$ cat config.mk
export PLATFORM = sky130hd
export DESIGN_NAME = paged_bump_allocator_aging_flat
export DESIGN_NICKNAME = d
export VERILOG_FILES = /design/src/hdl/pbaa_pkg.sv /design/src/hdl/pbaa_req_if.sv /design/src/hdl/pbaa_rsp_if.sv /design/src/hdl/pbaa_ctrl.sv /design/src/hdl/pbaa_dpath.sv /design/src/hdl/paged_bump_allocator_aging.sv /design/src/flat_wrapper.sv
export SDC_FILE = /design/constraint.sdc
export NUM_CORES = 2
export LEC_CHECK = 0
export BUFFER_PORTS_ARGS = -buffer_cell sky130_fd_sc_hd__buf_2
export CORE_ASPECT_RATIO = 1.25
export CORE_MARGIN = 2
export CORE_UTILIZATION = 38
export DETAILED_ROUTE_END_ITERATION = 8
export GPL_ROUTABILITY_DRIVEN = 0
export GPL_TIMING_DRIVEN = 1
export PLACE_DENSITY_LB_ADDON = 0.12
export SLEW_MARGIN = 0
export SYNTH_ARGS = -nofsm -noshare
export SYNTH_HDL_FRONTEND = slang
export SYNTH_SLANG_ARGS = --single-unit
$ cat constraint.sdc
create_clock -name clock -period 16.7 [get_ports clock]
set_clock_uncertainty 0.05 [all_clocks]
set_input_delay 4.175 -clock clock [delete_from_list [all_inputs] [get_ports clock]]
set_output_delay 4.175 -clock clock [all_outputs]
set_load 0.01 [all_outputs]
$ cat src/hdl/pbaa_pkg.sv
// ============================================================================
// pbaa_pkg - shared types and constants of the paged bump allocator
// Field widths, register indexes, slot and result codes, and the command and
// status structs that join the controller to the datapath.
// ============================================================================
package pbaa_pkg;

   localparam int unsigned PAGE_SLOTS_DEFAULT = 16;

   // payload field widths
   localparam int unsigned BYTES_W  = 32;
   localparam int unsigned ALIGN_W  = 5;
   localparam int unsigned GEN_W    = 32;
   localparam int unsigned STATUS_W = 2;
   localparam int unsigned SLOT_W   = 4;
   localparam int unsigned COUNT_W  = 5;

   // configuration port
   localparam int unsigned CSR_IDX_W  = 2;
   localparam int unsigned CSR_DATA_W = 32;
   localparam int unsigned SIZE_W     = 32;
   localparam int unsigned TIMEOUT_W  = 16;

   localparam logic [CSR_IDX_W-1:0] CSR_DEFAULT_PAGE_SIZE = 2'd0;
   localparam logic [CSR_IDX_W-1:0] CSR_REUSE_TIMEOUT     = 2'd1;
   localparam logic [CSR_IDX_W-1:0] CSR_RELEASE_TIMEOUT   = 2'd2;

   localparam logic [SIZE_W-1:0]    DEFAULT_PAGE_SIZE_RESET = 32'd4194304;
   localparam logic [TIMEOUT_W-1:0] REUSE_TIMEOUT_RESET     = 16'd8;
   localparam logic [TIMEOUT_W-1:0] RELEASE_TIMEOUT_RESET   = 16'd60;

   // command codes
   localparam logic CMD_ALLOC = 1'b0;
   localparam logic CMD_GEN   = 1'b1;

   typedef enum logic [1:0] {
      SLOT_EMPTY = 2'd0,
      SLOT_USED  = 2'd1,
      SLOT_FREE  = 2'd2
   } slot_state_type;

   typedef enum logic [STATUS_W-1:0] {
      RSP_CURRENT = 2'd0,
      RSP_POOL    = 2'd1,
      RSP_FRESH   = 2'd2,
      RSP_NONE    = 2'd3
   } rsp_status_type;

   // controller to datapath
   typedef struct packed {
      logic idle;
      logic accept;
      logic a_prep;
      logic a_fit;
      logic scan_clear;
      logic scan_alloc;
      logic scan_gen;
      logic a_commit;
      logic g_prep1;
      logic g_prep2;
      logic g_final;
   } ctrl_type;

   // datapath to controller
   typedef struct packed {
      logic fit_hit;
      logic scan_done;
      logic out_free;
   } stat_type;

endpackage

$ cat src/hdl/pbaa_req_if.sv
// ============================================================================
// pbaa_req_if - command channel of the paged bump allocator
// Valid/ready channel carrying one allocate or begin-generation command.
// ============================================================================
interface pbaa_req_if;

   logic                           valid;
   logic                           ready;
   logic                           command;
   logic [pbaa_pkg::BYTES_W-1:0]   request_bytes;
   logic [pbaa_pkg::ALIGN_W-1:0]   align_log2;
   logic [pbaa_pkg::GEN_W-1:0]     new_generation;

   modport source (
      output valid, command, request_bytes, align_log2, new_generation,
      input  ready
   );

   modport sink (
      input  valid, command, request_bytes, align_log2, new_generation,
      output ready
   );

endinterface

$ cat src/hdl/pbaa_rsp_if.sv
// ============================================================================
// pbaa_rsp_if - result channel of the paged bump allocator
// Valid/ready channel carrying one result per command.
// ============================================================================
interface pbaa_rsp_if;

   logic                            valid;
   logic                            ready;
   logic [pbaa_pkg::STATUS_W-1:0]   status;
   logic [pbaa_pkg::SLOT_W-1:0]     page_slot;
   logic [pbaa_pkg::BYTES_W-1:0]    byte_offset;
   logic [pbaa_pkg::GEN_W-1:0]      alloc_generation;
   logic [pbaa_pkg::COUNT_W-1:0]    pages_freed;
   logic [pbaa_pkg::COUNT_W-1:0]    pages_deleted;

   modport source (
      output valid, status, page_slot, byte_offset, alloc_generation,
             pages_freed, pages_deleted,
      input  ready
   );

   modport sink (
      input  valid, status, page_slot, byte_offset, alloc_generation,
             pages_freed, pages_deleted,
      output ready
   );

endinterface

$ cat src/hdl/pbaa_ctrl.sv
// ============================================================================
// pbaa_ctrl - sequencer of the paged bump allocator
// One-hot state machine stepping each command through prepare, slot scan
// (skipped on a fit) and commit; drives the datapath by command flags only.
// ============================================================================
module pbaa_ctrl (
   input  logic               clock,
   input  logic               reset,
   input  logic               req_valid,
   input  logic               req_command,
   input  pbaa_pkg::stat_type stat,
   output pbaa_pkg::ctrl_type ctrl
);

   typedef enum logic [8:0] {
      S_IDLE     = 9'b000000001,
      S_A_PREP   = 9'b000000010,
      S_A_FIT    = 9'b000000100,
      S_A_SCAN   = 9'b000001000,
      S_A_COMMIT = 9'b000010000,
      S_G_PREP1  = 9'b000100000,
      S_G_PREP2  = 9'b001000000,
      S_G_SCAN   = 9'b010000000,
      S_G_FINAL  = 9'b100000000
   } state_type;

   state_type state_ff;
   state_type state_in;

   always_comb begin
      state_in = state_ff;
      ctrl     = '0;
      unique case (state_ff)
         S_IDLE: begin
            ctrl.idle = 1'b1;
            if (req_valid) begin
               ctrl.accept = 1'b1;
               state_in    = (req_command == pbaa_pkg::CMD_GEN) ? S_G_PREP1 : S_A_PREP;
            end
         end
         S_A_PREP: begin
            ctrl.a_prep = 1'b1;
            state_in    = S_A_FIT;
         end
         S_A_FIT: begin
            ctrl.a_fit      = 1'b1;
            ctrl.scan_clear = 1'b1;
            state_in        = stat.fit_hit ? S_A_COMMIT : S_A_SCAN;
         end
         S_A_SCAN: begin
            ctrl.scan_alloc = 1'b1;
            if (stat.scan_done) begin
               state_in = S_A_COMMIT;
            end
         end
         S_A_COMMIT: begin
            if (stat.out_free) begin
               ctrl.a_commit = 1'b1;
               state_in      = S_IDLE;
            end
         end
         S_G_PREP1: begin
            ctrl.g_prep1 = 1'b1;
            state_in     = S_G_PREP2;
         end
         S_G_PREP2: begin
            ctrl.g_prep2    = 1'b1;
            ctrl.scan_clear = 1'b1;
            state_in        = S_G_SCAN;
         end
         S_G_SCAN: begin
            ctrl.scan_gen = 1'b1;
            if (stat.scan_done) begin
               state_in = S_G_FINAL;
            end
         end
         S_G_FINAL: begin
            if (stat.out_free) begin
               ctrl.g_final = 1'b1;
               state_in     = S_IDLE;
            end
         end
         default: begin
            state_in = S_IDLE;
         end
      endcase
   end

   always_ff @(posedge clock) begin
      if (reset) begin
         state_ff <= S_IDLE;
      end else begin
         state_ff <= state_in;
      end
   end

endmodule

$ cat src/hdl/pbaa_dpath.sv
// ============================================================================
// pbaa_dpath - datapath of the paged bump allocator
// Config registers, slot lanes (state and list rank), slot size and
// generation memories, scan pipeline, current-page registers and result
// register.
// ============================================================================
module pbaa_dpath #(
   parameter int unsigned PAGE_SLOTS = pbaa_pkg::PAGE_SLOTS_DEFAULT
) (
   input  logic                                clock,
   input  logic                                reset,
   input  pbaa_pkg::ctrl_type                  ctrl,
   output pbaa_pkg::stat_type                  stat,
   input  logic                                req_valid,
   input  logic [pbaa_pkg::BYTES_W-1:0]        req_request_bytes,
   input  logic [pbaa_pkg::ALIGN_W-1:0]        req_align_log2,
   input  logic [pbaa_pkg::GEN_W-1:0]          req_new_generation,
   input  logic                                csr_we,
   input  logic [pbaa_pkg::CSR_IDX_W-1:0]      csr_index,
   input  logic [pbaa_pkg::CSR_DATA_W-1:0]     csr_wdata,
   input  logic                                rsp_ready,
   output logic                                rsp_valid,
   output logic [pbaa_pkg::STATUS_W-1:0]       rsp_status,
   output logic [pbaa_pkg::SLOT_W-1:0]         rsp_page_slot,
   output logic [pbaa_pkg::BYTES_W-1:0]        rsp_byte_offset,
   output logic [pbaa_pkg::GEN_W-1:0]          rsp_alloc_generation,
   output logic [pbaa_pkg::COUNT_W-1:0]        rsp_pages_freed,
   output logic [pbaa_pkg::COUNT_W-1:0]        rsp_pages_deleted
);

   localparam int unsigned SW = (PAGE_SLOTS > 1) ? $clog2(PAGE_SLOTS) : 1;
   localparam int unsigned CW = $clog2(PAGE_SLOTS + 1);
   localparam logic [SW-1:0] LAST_SLOT = SW'(PAGE_SLOTS - 1);
   localparam logic [CW-1:0] SLOT_COUNT = CW'(PAGE_SLOTS);

   // configuration
   logic [pbaa_pkg::SIZE_W-1:0]    dps_ff;
   logic [pbaa_pkg::TIMEOUT_W-1:0] reuse_ff;
   logic [pbaa_pkg::TIMEOUT_W-1:0] release_ff;

   // captured command
   logic [pbaa_pkg::BYTES_W-1:0]   bytes_ff;
   logic [pbaa_pkg::ALIGN_W-1:0]   lg_ff;
   logic [pbaa_pkg::GEN_W-1:0]     newgen_ff;

   // allocate preparation
   logic [33:0] off_ff;
   logic [33:0] off_in;
   logic [32:0] asz_ff;
   logic [32:0] asz_in;
   logic [31:0] page_ff;
   logic [31:0] page_in;
   logic [31:0] mask_in;
   logic [34:0] fit_sum;
   logic        hit_ff;

   // aging thresholds, two's complement
   logic [33:0] thr1_ff;
   logic [33:0] thr2_ff;

   // scan pipeline
   logic [CW-1:0] cnt_ff;
   logic          ev_valid_ff;
   logic [SW-1:0] ev_idx_ff;
   logic          issue;
   logic [SW-1:0] rd_addr;

   // memories
   logic [31:0] size_mem [PAGE_SLOTS];
   logic [31:0] gen_mem  [PAGE_SLOTS];
   logic [31:0] size_rd_ff;
   logic [31:0] gen_rd_ff;
   logic        size_we;
   logic        gen_we;

   // lanes
   pbaa_pkg::slot_state_type status_ff [PAGE_SLOTS];
   pbaa_pkg::slot_state_type newst_ff  [PAGE_SLOTS];
   logic [SW-1:0]            rank_ff   [PAGE_SLOTS];
   logic [SW-1:0]            dec_ff    [PAGE_SLOTS];
   logic [SW-1:0]            up_ff     [PAGE_SLOTS];
   logic                     moved_ff  [PAGE_SLOTS];

   // list counts and generation tallies
   logic [CW-1:0] used_cnt_ff;
   logic [CW-1:0] free_cnt_ff;
   logic [CW-1:0] freed_ff;
   logic [CW-1:0] deleted_ff;
   logic [CW-1:0] del_old_ff;
   logic [CW-1:0] surv_ff;
   logic [CW-1:0] free_base;

   // pick trackers
   logic          best_valid_ff;
   logic [SW-1:0] best_idx_ff;
   logic [SW-1:0] best_rank_ff;
   logic          empty_found_ff;
   logic [SW-1:0] empty_idx_ff;

   // current page
   logic          cur_valid_ff;
   logic [SW-1:0] cur_slot_ff;
   logic [32:0]   cur_off_ff;
   logic [31:0]   cur_gen_ff;

   // result register
   logic                           rsp_valid_ff;
   pbaa_pkg::rsp_status_type       rsp_status_ff;
   logic [pbaa_pkg::SLOT_W-1:0]    rsp_slot_ff;
   logic [pbaa_pkg::BYTES_W-1:0]   rsp_off_ff;
   logic [pbaa_pkg::GEN_W-1:0]     rsp_gen_ff;
   logic [pbaa_pkg::COUNT_W-1:0]   rsp_freed_ff;
   logic [pbaa_pkg::COUNT_W-1:0]   rsp_deleted_ff;

   // scanned slot
   pbaa_pkg::slot_state_type st_k;
   logic [SW-1:0]            r_k;
   logic                     aged_k;
   logic                     del_k;
   logic                     gen_ev;
   logic                     alloc_ev;
   logic                     rm_used;
   logic                     surv_k;
   logic                     del_used;
   logic                     del_free;
   pbaa_pkg::slot_state_type newst_k;
   logic                     cand;
   logic                     emp;

   // commit selection
   pbaa_pkg::rsp_status_type kind;
   logic [SW-1:0]            pick;
   logic [33:0]              out_off;
   logic [32:0]              new_off;

   // ---------------------------------------------------------------------
   // allocate arithmetic
   // ---------------------------------------------------------------------
   assign mask_in = (32'd1 << lg_ff) - 32'd1;
   assign off_in  = ({1'b0, cur_off_ff} + {2'b0, mask_in}) & ~{2'b0, mask_in};
   assign asz_in  = ({1'b0, bytes_ff} + {1'b0, mask_in}) & ~{1'b0, mask_in};
   assign page_in = (bytes_ff > dps_ff) ? bytes_ff : dps_ff;
   assign fit_sum = {1'b0, off_ff} + {2'b0, asz_ff};

   assign stat.fit_hit   = cur_valid_ff && (fit_sum <= {3'b0, size_rd_ff});
   assign stat.scan_done = ev_valid_ff && (ev_idx_ff == LAST_SLOT);
   assign stat.out_free  = !rsp_valid_ff || rsp_ready;

   // ---------------------------------------------------------------------
   // scan pipeline: address issued one cycle, slot evaluated the next
   // ---------------------------------------------------------------------
   assign issue   = (ctrl.scan_alloc || ctrl.scan_gen) && (cnt_ff < SLOT_COUNT);
   assign rd_addr = ctrl.a_prep ? cur_slot_ff : cnt_ff[SW-1:0];

   assign st_k     = status_ff[ev_idx_ff];
   assign r_k      = rank_ff[ev_idx_ff];
   assign aged_k   = !thr1_ff[33] && (thr1_ff[31:0] > gen_rd_ff);
   assign del_k    = !thr2_ff[33] && (thr2_ff[31:0] > gen_rd_ff);
   assign gen_ev   = ctrl.scan_gen && ev_valid_ff;
   assign alloc_ev = ctrl.scan_alloc && ev_valid_ff;
   assign rm_used  = (st_k == pbaa_pkg::SLOT_USED) && aged_k;
   assign surv_k   = rm_used && !del_k;
   assign del_used = rm_used && del_k;
   assign del_free = (st_k == pbaa_pkg::SLOT_FREE) && del_k;
   assign cand     = (st_k == pbaa_pkg::SLOT_FREE) && (size_rd_ff == page_ff) &&
                     (!best_valid_ff || (r_k < best_rank_ff));
   assign emp      = (st_k == pbaa_pkg::SLOT_EMPTY) && !empty_found_ff;

   always_comb begin
      newst_k = st_k;
      if (rm_used) begin
         newst_k = del_k ? pbaa_pkg::SLOT_EMPTY : pbaa_pkg::SLOT_FREE;
      end else if (del_free) begin
         newst_k = pbaa_pkg::SLOT_EMPTY;
      end
   end

   // ---------------------------------------------------------------------
   // commit selection
   // ---------------------------------------------------------------------
   always_comb begin
      priority if (hit_ff) begin
         kind = pbaa_pkg::RSP_CURRENT;
         pick = cur_slot_ff;
      end else if (best_valid_ff) begin
         kind = pbaa_pkg::RSP_POOL;
         pick = best_idx_ff;
      end else if (empty_found_ff) begin
         kind = pbaa_pkg::RSP_FRESH;
         pick = empty_idx_ff;
      end else begin
         kind = pbaa_pkg::RSP_NONE;
         pick = empty_idx_ff;
      end
   end

   assign out_off   = (kind == pbaa_pkg::RSP_CURRENT) ? off_ff : 34'd0;
   assign new_off   = 33'(out_off + {2'b0, bytes_ff});
   assign size_we   = ctrl.a_commit && (kind == pbaa_pkg::RSP_FRESH);
   assign gen_we    = ctrl.a_commit && (kind != pbaa_pkg::RSP_NONE);
   assign free_base = free_cnt_ff - del_old_ff;

   // ---------------------------------------------------------------------
   // memories
   // ---------------------------------------------------------------------
   always_ff @(posedge clock) begin
      if (size_we) begin
         size_mem[pick] <= page_ff;
      end
      size_rd_ff <= size_mem[rd_addr];
   end

   always_ff @(posedge clock) begin
      if (gen_we) begin
         gen_mem[pick] <= cur_gen_ff;
      end
      gen_rd_ff <= gen_mem[rd_addr];
   end

   // ---------------------------------------------------------------------
   // payload registers
   // ---------------------------------------------------------------------
   always_ff @(posedge clock) begin
      if (ctrl.accept) begin
         bytes_ff  <= req_request_bytes;
         lg_ff     <= req_align_log2;
         newgen_ff <= req_new_generation;
      end
      if (ctrl.a_prep) begin
         off_ff  <= off_in;
         asz_ff  <= asz_in;
         page_ff <= page_in;
      end
      if (ctrl.a_fit) begin
         hit_ff <= stat.fit_hit;
      end
      if (ctrl.g_prep1) begin
         hit_ff  <= 1'b0;
         thr1_ff <= {2'b0, newgen_ff} - {18'b0, reuse_ff};
      end
      if (ctrl.g_prep2) begin
         thr2_ff <= thr1_ff - {18'b0, release_ff};
      end
      ev_idx_ff <= cnt_ff[SW-1:0];
      if (alloc_ev && cand) begin
         best_idx_ff  <= ev_idx_ff;
         best_rank_ff <= r_k;
      end
      if (alloc_ev && emp) begin
         empty_idx_ff <= ev_idx_ff;
      end
      if (ctrl.a_commit) begin
         rsp_status_ff  <= kind;
         rsp_freed_ff   <= '0;
         rsp_deleted_ff <= '0;
         if (kind == pbaa_pkg::RSP_NONE) begin
            rsp_slot_ff <= '0;
            rsp_off_ff  <= '0;
            rsp_gen_ff  <= '0;
         end else begin
            rsp_slot_ff <= pbaa_pkg::SLOT_W'(pick);
            rsp_off_ff  <= out_off[31:0];
            rsp_gen_ff  <= cur_gen_ff;
         end
      end
      if (ctrl.g_final) begin
         rsp_status_ff  <= pbaa_pkg::RSP_CURRENT;
         rsp_slot_ff    <= '0;
         rsp_off_ff     <= '0;
         rsp_gen_ff     <= '0;
         rsp_freed_ff   <= pbaa_pkg::COUNT_W'(freed_ff);
         rsp_deleted_ff <= pbaa_pkg::COUNT_W'(deleted_ff);
      end
   end

   // ---------------------------------------------------------------------
   // lanes: generation accumulators and rank
   // ---------------------------------------------------------------------
   always_ff @(posedge clock) begin
      for (int s = 0; s < PAGE_SLOTS; s++) begin
         if (ctrl.scan_clear) begin
            dec_ff[s] <= '0;
            up_ff[s]  <= '0;
         end else if (gen_ev) begin
            // lower-ranked page leaving the same list closes the gap
            if (status_ff[s] == pbaa_pkg::SLOT_USED && rm_used && (r_k < rank_ff[s])) begin
               dec_ff[s] <= dec_ff[s] + SW'(1);
               if (surv_k) begin
                  up_ff[s] <= up_ff[s] + SW'(1);
               end
            end
            if (status_ff[s] == pbaa_pkg::SLOT_FREE && del_free && (r_k < rank_ff[s])) begin
               dec_ff[s] <= dec_ff[s] + SW'(1);
            end
            if (ev_idx_ff == SW'(s)) begin
               newst_ff[s] <= newst_k;
               moved_ff[s] <= surv_k;
            end
         end
      end
   end

   always_ff @(posedge clock) begin
      for (int s = 0; s < PAGE_SLOTS; s++) begin
         if (ctrl.a_commit) begin
            if (kind == pbaa_pkg::RSP_POOL && status_ff[s] == pbaa_pkg::SLOT_FREE &&
                rank_ff[s] > best_rank_ff) begin
               rank_ff[s] <= rank_ff[s] - SW'(1);
            end
            if ((kind == pbaa_pkg::RSP_POOL || kind == pbaa_pkg::RSP_FRESH) &&
                pick == SW'(s)) begin
               rank_ff[s] <= SW'(used_cnt_ff);
            end
         end else if (ctrl.g_final) begin
            // freed pages queue behind the surviving free pool
            if (moved_ff[s]) begin
               rank_ff[s] <= SW'(free_base + CW'(up_ff[s]));
            end else begin
               rank_ff[s] <= rank_ff[s] - dec_ff[s];
            end
         end
      end
   end

   always_ff @(posedge clock) begin
      if (reset) begin
         for (int s = 0; s < PAGE_SLOTS; s++) begin
            status_ff[s] <= pbaa_pkg::SLOT_EMPTY;
         end
      end else begin
         for (int s = 0; s < PAGE_SLOTS; s++) begin
            if (ctrl.a_commit) begin
               if ((kind == pbaa_pkg::RSP_POOL || kind == pbaa_pkg::RSP_FRESH) &&
                   pick == SW'(s)) begin
                  status_ff[s] <= pbaa_pkg::SLOT_USED;
               end
            end else if (ctrl.g_final) begin
               status_ff[s] <= newst_ff[s];
            end
         end
      end
   end

   // ---------------------------------------------------------------------
   // control state
   // ---------------------------------------------------------------------
   always_ff @(posedge clock) begin
      if (reset) begin
         dps_ff         <= pbaa_pkg::DEFAULT_PAGE_SIZE_RESET;
         reuse_ff       <= pbaa_pkg::REUSE_TIMEOUT_RESET;
         release_ff     <= pbaa_pkg::RELEASE_TIMEOUT_RESET;
         cnt_ff         <= '0;
         ev_valid_ff    <= 1'b0;
         best_valid_ff  <= 1'b0;
         empty_found_ff <= 1'b0;
         used_cnt_ff    <= '0;
         free_cnt_ff    <= '0;
         freed_ff       <= '0;
         deleted_ff     <= '0;
         del_old_ff     <= '0;
         surv_ff        <= '0;
         cur_valid_ff   <= 1'b0;
         cur_slot_ff    <= '0;
         cur_off_ff     <= '0;
         cur_gen_ff     <= '0;
         rsp_valid_ff   <= 1'b0;
      end else begin
         if (csr_we) begin
            unique case (csr_index)
               pbaa_pkg::CSR_DEFAULT_PAGE_SIZE: dps_ff     <= csr_wdata;
               pbaa_pkg::CSR_REUSE_TIMEOUT:     reuse_ff   <= csr_wdata[15:0];
               pbaa_pkg::CSR_RELEASE_TIMEOUT:   release_ff <= csr_wdata[15:0];
               default: ;
            endcase
         end

         ev_valid_ff <= issue;
         if (ctrl.scan_clear) begin
            cnt_ff         <= '0;
            best_valid_ff  <= 1'b0;
            empty_found_ff <= 1'b0;
            freed_ff       <= '0;
            deleted_ff     <= '0;
            del_old_ff     <= '0;
            surv_ff        <= '0;
         end else if (issue) begin
            cnt_ff <= cnt_ff + CW'(1);
         end

         if (alloc_ev && cand) begin
            best_valid_ff <= 1'b1;
         end
         if (alloc_ev && emp) begin
            empty_found_ff <= 1'b1;
         end

         if (gen_ev) begin
            freed_ff   <= freed_ff + CW'(rm_used);
            deleted_ff <= deleted_ff + CW'(del_used || del_free);
            del_old_ff <= del_old_ff + CW'(del_free);
            surv_ff    <= surv_ff + CW'(surv_k);
            if (rm_used && ev_idx_ff == cur_slot_ff) begin
               cur_valid_ff <= 1'b0;
            end
         end

         // page no longer fits: drop it before the search
         if (ctrl.a_fit && !stat.fit_hit) begin
            cur_valid_ff <= 1'b0;
         end

         if (ctrl.a_commit && kind != pbaa_pkg::RSP_NONE) begin
            cur_valid_ff <= 1'b1;
            cur_slot_ff  <= pick;
            cur_off_ff   <= new_off;
            if (kind == pbaa_pkg::RSP_POOL) begin
               used_cnt_ff <= used_cnt_ff + CW'(1);
               free_cnt_ff <= free_cnt_ff - CW'(1);
            end else if (kind == pbaa_pkg::RSP_FRESH) begin
               used_cnt_ff <= used_cnt_ff + CW'(1);
            end
         end

         if (ctrl.g_final) begin
            used_cnt_ff <= used_cnt_ff - freed_ff;
            free_cnt_ff <= free_base + surv_ff;
            cur_gen_ff  <= newgen_ff;
         end

         if (ctrl.a_commit || ctrl.g_final) begin
            rsp_valid_ff <= 1'b1;
         end else if (rsp_ready) begin
            rsp_valid_ff <= 1'b0;
         end
      end
   end

   assign rsp_valid            = rsp_valid_ff;
   assign rsp_status           = rsp_status_ff;
   assign rsp_page_slot        = rsp_slot_ff;
   assign rsp_byte_offset      = rsp_off_ff;
   assign rsp_alloc_generation = rsp_gen_ff;
   assign rsp_pages_freed      = rsp_freed_ff;
   assign rsp_pages_deleted    = rsp_deleted_ff;

endmodule

$ cat src/hdl/paged_bump_allocator_aging.sv
// ============================================================================
// paged_bump_allocator_aging - paged bump allocator with generation aging
// Top level: joins the command sequencer and the datapath to the channels
// and the configuration write port.
// ============================================================================
// One command is in work at a time; each gives exactly one result. An
// allocate that fits the current page goes from the fit check straight to
// commit. An allocate that must search, and every begin-generation command,
// walks the slot size and generation memories one slot per cycle through
// their single read port. A new command may be transferred while the
// previous result still waits on the result channel; only the final commit
// step waits for it. Slot state is held in flip-flops cleared by reset, so
// no clearing pass is needed. Configuration writes are taken on any cycle
// and should land only while the block is idle.
// ============================================================================
module paged_bump_allocator_aging #(
   parameter int unsigned PAGE_SLOTS = pbaa_pkg::PAGE_SLOTS_DEFAULT
) (
   input  logic                              clock,
   input  logic                              reset,
   pbaa_req_if.sink                          req_ch,
   pbaa_rsp_if.source                        rsp_ch,
   input  logic                              csr_we,
   input  logic [pbaa_pkg::CSR_IDX_W-1:0]    csr_index,
   input  logic [pbaa_pkg::CSR_DATA_W-1:0]   csr_wdata
);

   pbaa_pkg::ctrl_type ctrl;
   pbaa_pkg::stat_type stat;

   // command channel is ready only between commands
   assign req_ch.ready = ctrl.idle;

   // sequencer: prepare, scan one slot a cycle where a search is needed, commit
   pbaa_ctrl u_ctrl (
      .clock       (clock),
      .reset       (reset),
      .req_valid   (req_ch.valid),
      .req_command (req_ch.command),
      .stat        (stat),
      .ctrl        (ctrl)
   );

   // slot lanes, memories, current page and the result register
   pbaa_dpath #(
      .PAGE_SLOTS (PAGE_SLOTS)
   ) u_dpath (
      .clock                (clock),
      .reset                (reset),
      .ctrl                 (ctrl),
      .stat                 (stat),
      .req_valid            (req_ch.valid),
      .req_request_bytes    (req_ch.request_bytes),
      .req_align_log2       (req_ch.align_log2),
      .req_new_generation   (req_ch.new_generation),
      .csr_we               (csr_we),
      .csr_index            (csr_index),
      .csr_wdata            (csr_wdata),
      .rsp_ready            (rsp_ch.ready),
      .rsp_valid            (rsp_ch.valid),
      .rsp_status           (rsp_ch.status),
      .rsp_page_slot        (rsp_ch.page_slot),
      .rsp_byte_offset      (rsp_ch.byte_offset),
      .rsp_alloc_generation (rsp_ch.alloc_generation),
      .rsp_pages_freed      (rsp_ch.pages_freed),
      .rsp_pages_deleted    (rsp_ch.pages_deleted)
   );

endmodule
$ cat src/flat_wrapper.sv
// flat-port wrapper written by rule: the top's interface ports become plain ports
module paged_bump_allocator_aging_flat 
#(
   parameter int unsigned PAGE_SLOTS = pbaa_pkg::PAGE_SLOTS_DEFAULT
)
  (clock, reset, csr_we, csr_index, csr_wdata, req_ch_valid, req_ch_command, req_ch_request_bytes, req_ch_align_log2, req_ch_new_generation, req_ch_ready, rsp_ch_valid, rsp_ch_status, rsp_ch_page_slot, rsp_ch_byte_offset, rsp_ch_alloc_generation, rsp_ch_pages_freed, rsp_ch_pages_deleted, rsp_ch_ready);
  pbaa_req_if req_ch_i ();
  pbaa_rsp_if rsp_ch_i ();
  input  logic clock;
  input  logic reset;
  input  logic csr_we;
  input  logic [pbaa_pkg::CSR_IDX_W-1:0] csr_index;
  input  logic [pbaa_pkg::CSR_DATA_W-1:0] csr_wdata;
  input wire logic [$bits(req_ch_i.valid)-1:0] req_ch_valid;
  input wire logic [$bits(req_ch_i.command)-1:0] req_ch_command;
  input wire logic [$bits(req_ch_i.request_bytes)-1:0] req_ch_request_bytes;
  input wire logic [$bits(req_ch_i.align_log2)-1:0] req_ch_align_log2;
  input wire logic [$bits(req_ch_i.new_generation)-1:0] req_ch_new_generation;
  output wire logic [$bits(req_ch_i.ready)-1:0] req_ch_ready;
  output wire logic [$bits(rsp_ch_i.valid)-1:0] rsp_ch_valid;
  output wire logic [$bits(rsp_ch_i.status)-1:0] rsp_ch_status;
  output wire logic [$bits(rsp_ch_i.page_slot)-1:0] rsp_ch_page_slot;
  output wire logic [$bits(rsp_ch_i.byte_offset)-1:0] rsp_ch_byte_offset;
  output wire logic [$bits(rsp_ch_i.alloc_generation)-1:0] rsp_ch_alloc_generation;
  output wire logic [$bits(rsp_ch_i.pages_freed)-1:0] rsp_ch_pages_freed;
  output wire logic [$bits(rsp_ch_i.pages_deleted)-1:0] rsp_ch_pages_deleted;
  input wire logic [$bits(rsp_ch_i.ready)-1:0] rsp_ch_ready;
  assign req_ch_i.valid = req_ch_valid;
  assign req_ch_i.command = req_ch_command;
  assign req_ch_i.request_bytes = req_ch_request_bytes;
  assign req_ch_i.align_log2 = req_ch_align_log2;
  assign req_ch_i.new_generation = req_ch_new_generation;
  assign req_ch_ready = req_ch_i.ready;
  assign rsp_ch_valid = rsp_ch_i.valid;
  assign rsp_ch_status = rsp_ch_i.status;
  assign rsp_ch_page_slot = rsp_ch_i.page_slot;
  assign rsp_ch_byte_offset = rsp_ch_i.byte_offset;
  assign rsp_ch_alloc_generation = rsp_ch_i.alloc_generation;
  assign rsp_ch_pages_freed = rsp_ch_i.pages_freed;
  assign rsp_ch_pages_deleted = rsp_ch_i.pages_deleted;
  assign rsp_ch_i.ready = rsp_ch_ready;
  paged_bump_allocator_aging #(.PAGE_SLOTS(PAGE_SLOTS)) u_core (.clock(clock), .reset(reset), .req_ch(req_ch_i), .rsp_ch(rsp_ch_i), .csr_we(csr_we), .csr_index(csr_index), .csr_wdata(csr_wdata));
endmodule
==> results.py <==
metrics = {
    "floorplan": {
        "die_x_um": 442.3,
        "die_area_um2": 244100,
        "ioPinCount": 191,
        "die_y_um": 551.9,
        "rows": 201,
        "start_util": 0.3811,
        "coreArea_um2": 239400,
    },
    "yosys": {
        "synth.largest_area_cell": "edfxtp_1",
        "synth.most_common_cell": "edfxtp_1",
        "avgSynthCellArea_um2": 12.75,
        "ys_seq_area_frac": 0.5803,
        "yosys.area_share.simple": 0.09966,
        "syn-cell-area_um2": 91250,
        "synth_ff_type": "edfxtp_1",
        "synth-seq-cells": 1869,
        "synth_top_family_by_area": "simple AND/OR/NAND/NOR gates",
        "synth_warnings": 0,
        "synth_area_leaders": "edfxtp_1 51%, ha_1 7.8%, mux4_2 7.1%",
        "synthTopCellsByCount": "1552 x edfxtp_1, 758 x nand2_1, 566 x ha_1",
        "synth_cell_type_count": 82,
        "synth_edf_count": 1552,
        "synth_top_area_share": 0.5108,
        "ys_async_sr_fraction": 0,
        "syn_inst": 7157,
        "synth_compound_area_frac": 0.09227,
        "yosys.area_share.adder": 0.08661,
        "synthMuxAreaShare": 0.07630,
        "synth_xor_area_frac": 0.03811,
    },
    "clock_network": {
        "htreeDepth": 4,
        "cts_buffers": 202,
        "clk_latency_ns": 0.89,
        "cts.sinks": 1869,
        "post_cts_resize_count": 0,
        "cts_tree": "done",
        "clock_path_buffers": 4,
        "cts_root_buffer": "clkbuf_16",
        "post_cts_buffers": 0,
        "clkSlewWorstSetupHoldPaths_ns": 0.07,
        "cts_hold_buf": 0,
    },
    "timing": {
        "fmax_mhz": 142.2,
        "tightest_slew_ns": 1.241,
        "fin_crit_ns": 7.031,
        "tns_ns": 0,
        "rsz0062_at_grt": "no",
        "setup_viol": 0,
        "finalCritPeriodShare": 0.4210,
        "final-max-slew-violation-count": 0,
        "max-slew-margin-rel": 0.1699,
        "hold_viol": 0,
    },
    "worst_hold_path": {
        "hp-class": "flop to flop",
        "min_path_cells": 0,
        "hp-start": "u_core.u_dpath.cnt_ff[1]",
        "hold_path_end": "u_core.u_dpath.ev_idx_ff[1]",
    },
    "setup_path": {
        "cp_cell_sequence": "or4_1, nor4_1, and3b_1, buf_2",
        "crit_type": "flop to primary output",
        "r2r-end": "u_core.u_dpath.off_ff[32]",
        "critPathMaxStageDelay_ns": 0.62,
        "reg2reg_depth": 17,
        "cp.arrival_ns": 2.81,
        "crit_path_end_kind": "primary output",
        "r2r_start": "u_core.u_dpath.lg_ff[3]",
        "worstPathRequired_ns": 12.48,
        "r2r_slack_ns": 10.08,
        "critPathMaxFanout": 8,
        "crit_path_start_kind": "flop",
        "critPathSlowestCell": "or4_1",
    },
    "pwr": {
        "power.density_nw_per_um2": 97.95,
        "power.leakage_nw": 37.91,
        "p_total_mw": 10.06,
        "ir_drop_v": 0.00008250,
    },
    "global_route": {
        "track_usage": 0.2228,
        "grt_pass1_wl_mm": 399.4,
        "grtUsageMet3": 0.02703,
        "grt_max_degree": 130,
        "grtUsageMet1": 0.2799,
        "antenna_found_initial": 4,
        "grt-busiest-layer": "met2",
        "overflow": 0,
        "use_met2": 0.3955,
        "grt_pass1_vias": 58220,
    },
    "detailed_routing": {
        "post_drt_via_cell_ratio": 5.469,
        "drc_errors": 0,
        "vias": 58260,
        "avgRoutedWirePerCell_um": 26.05,
        "drtIter0Drc": 4458,
        "postRouteAntennaNets": 0,
        "wirelength_mm": 277.5,
        "dr.pass1.iters": 7,
    },
    "layout": {
        "nNetsFinal": 8057,
        "drive_gt1_frac": 0.1307,
        "area_growth_pct": 12.59,
        "fin_util": 0.4291,
    },
    "placed_design": {
        "hpwlAfterDp_mm": 191.3,
        "port_buffers": 190,
    },
    "job": {
        "maxCapViolations": 0,
    },
    "status": {
        "status": "finished clean",
    },
}
## report_power, final
part,switching [mW],internal (mW)
Clock,1.89,2.66
Combinational,0.257,0.162
Sequential,0.0509,5.04
## worst max-delay path by stage
stage,slack (ns),cells after the start,to,start
CTS,9.63,4,req_ch_ready,u_core.u_ctrl.state_ff[4]
floorplan,9.38,7,u_core.u_dpath.size_mem[10][0],rsp_ch_ready
finish,9.67,4,req_ch_ready,u_core.u_ctrl.state_ff[4]
detailed placement,8.80,5,u_core.u_dpath.size_mem[12][9],rsp_ch_ready
global route,9.54,5,u_core.u_dpath.size_mem[12][18],rsp_ch_ready
global placement,8.86,5,u_core.u_dpath.size_mem[12][11],rsp_ch_ready
## layer usage
| layer | vias up | wire (um) |
|---|---|---|
| li1 | 26950 | - |
| met4 | 0 | 10300 |
| met1 | 29450 | 114700 |
| met5 | - | 0 |
| met3 | 433 | 12250 |
| met2 | 1436 | 140300 |
## kinds of logic (layout without fill, tap and decap cells)
group / after synthesis / in the layout
adders and majority gates: 607 / 607
other: 1 / 5
xor gates and xnor gates: 397 / 397
AOI/OAI and AO/OA: 1335 / 1335
and+or+nand+nor: 1984 / 1984
buffers and inverters: 630 / 976
DFF: 1869 / 1869
muxes: 334 / 334
## cells in the final DEF (no fill, tap or decap), types with 70 or more instances in the layout
master,instances
edfxtp_1,1552
mux4_2,286
nand3_1,116
nor2_1,489
nor3_1,81
inv_1,339
dfxtp_1,312
a31oi_1,86
a211oi_1,91
and2_1,131
xor2_1,114
nand2b_1,97
buf_4,70
nand2_1,758
o21ai_0,217
a21oi_1,438
ha_1,566
clkbuf_16,205
a21o_1,159
buf_2,189
xnor2_1,281
o211ai_1,78
## stage by stage
step                cells  hold WS [ns]  setup slack [ns]  area (um2)
CTS                 10650        0.3627             9.633      102700
finish              10650        0.3689             9.670      102700
detailed placement  10280        0.3902             8.796       96080
floorplan            7158        0.3284             9.382       91250
global route        10650        0.3971             9.536      102700
global placement    10280        0.3870             8.863       96080
## state kept, by name (all words and copies together), names as in the netlist, 33 cells and up
signal	flops
u_core.u_dpath.asz_ff	33
u_core.u_dpath.thr2_ff	33
u_core.u_dpath.off_ff	34
u_core.u_dpath.up_ff	64
u_core.u_dpath.dec_ff	64
u_core.u_dpath.thr1_ff	33
u_core.u_dpath.gen_mem	512
u_core.u_dpath.cur_off_ff	33
u_core.u_dpath.size_mem	512
u_core.u_dpath.rank_ff	64
## area by class of cell
class / count / area, um2
clock inverters: 85 / 923.4
repair buffers: 267 / 1625
diodes: 3 / 7.507
inverters: 342 / 1285
multi-input cells: 4659 / 36290
well taps: 3146 / 3936
flip-flops and latches: 1869 / 52960
clock buffers: 282 / 5709
fillers: 22230 / 136700
## worst max-delay path: cells and delay by family, from the launching register on
kind	cells	cell delay [ns]
flip-flops	1	0.38
buffers and inverters	1	0.21
AND/OR/NAND/NOR	3	1.37
(Power assumes the default switching activity.)
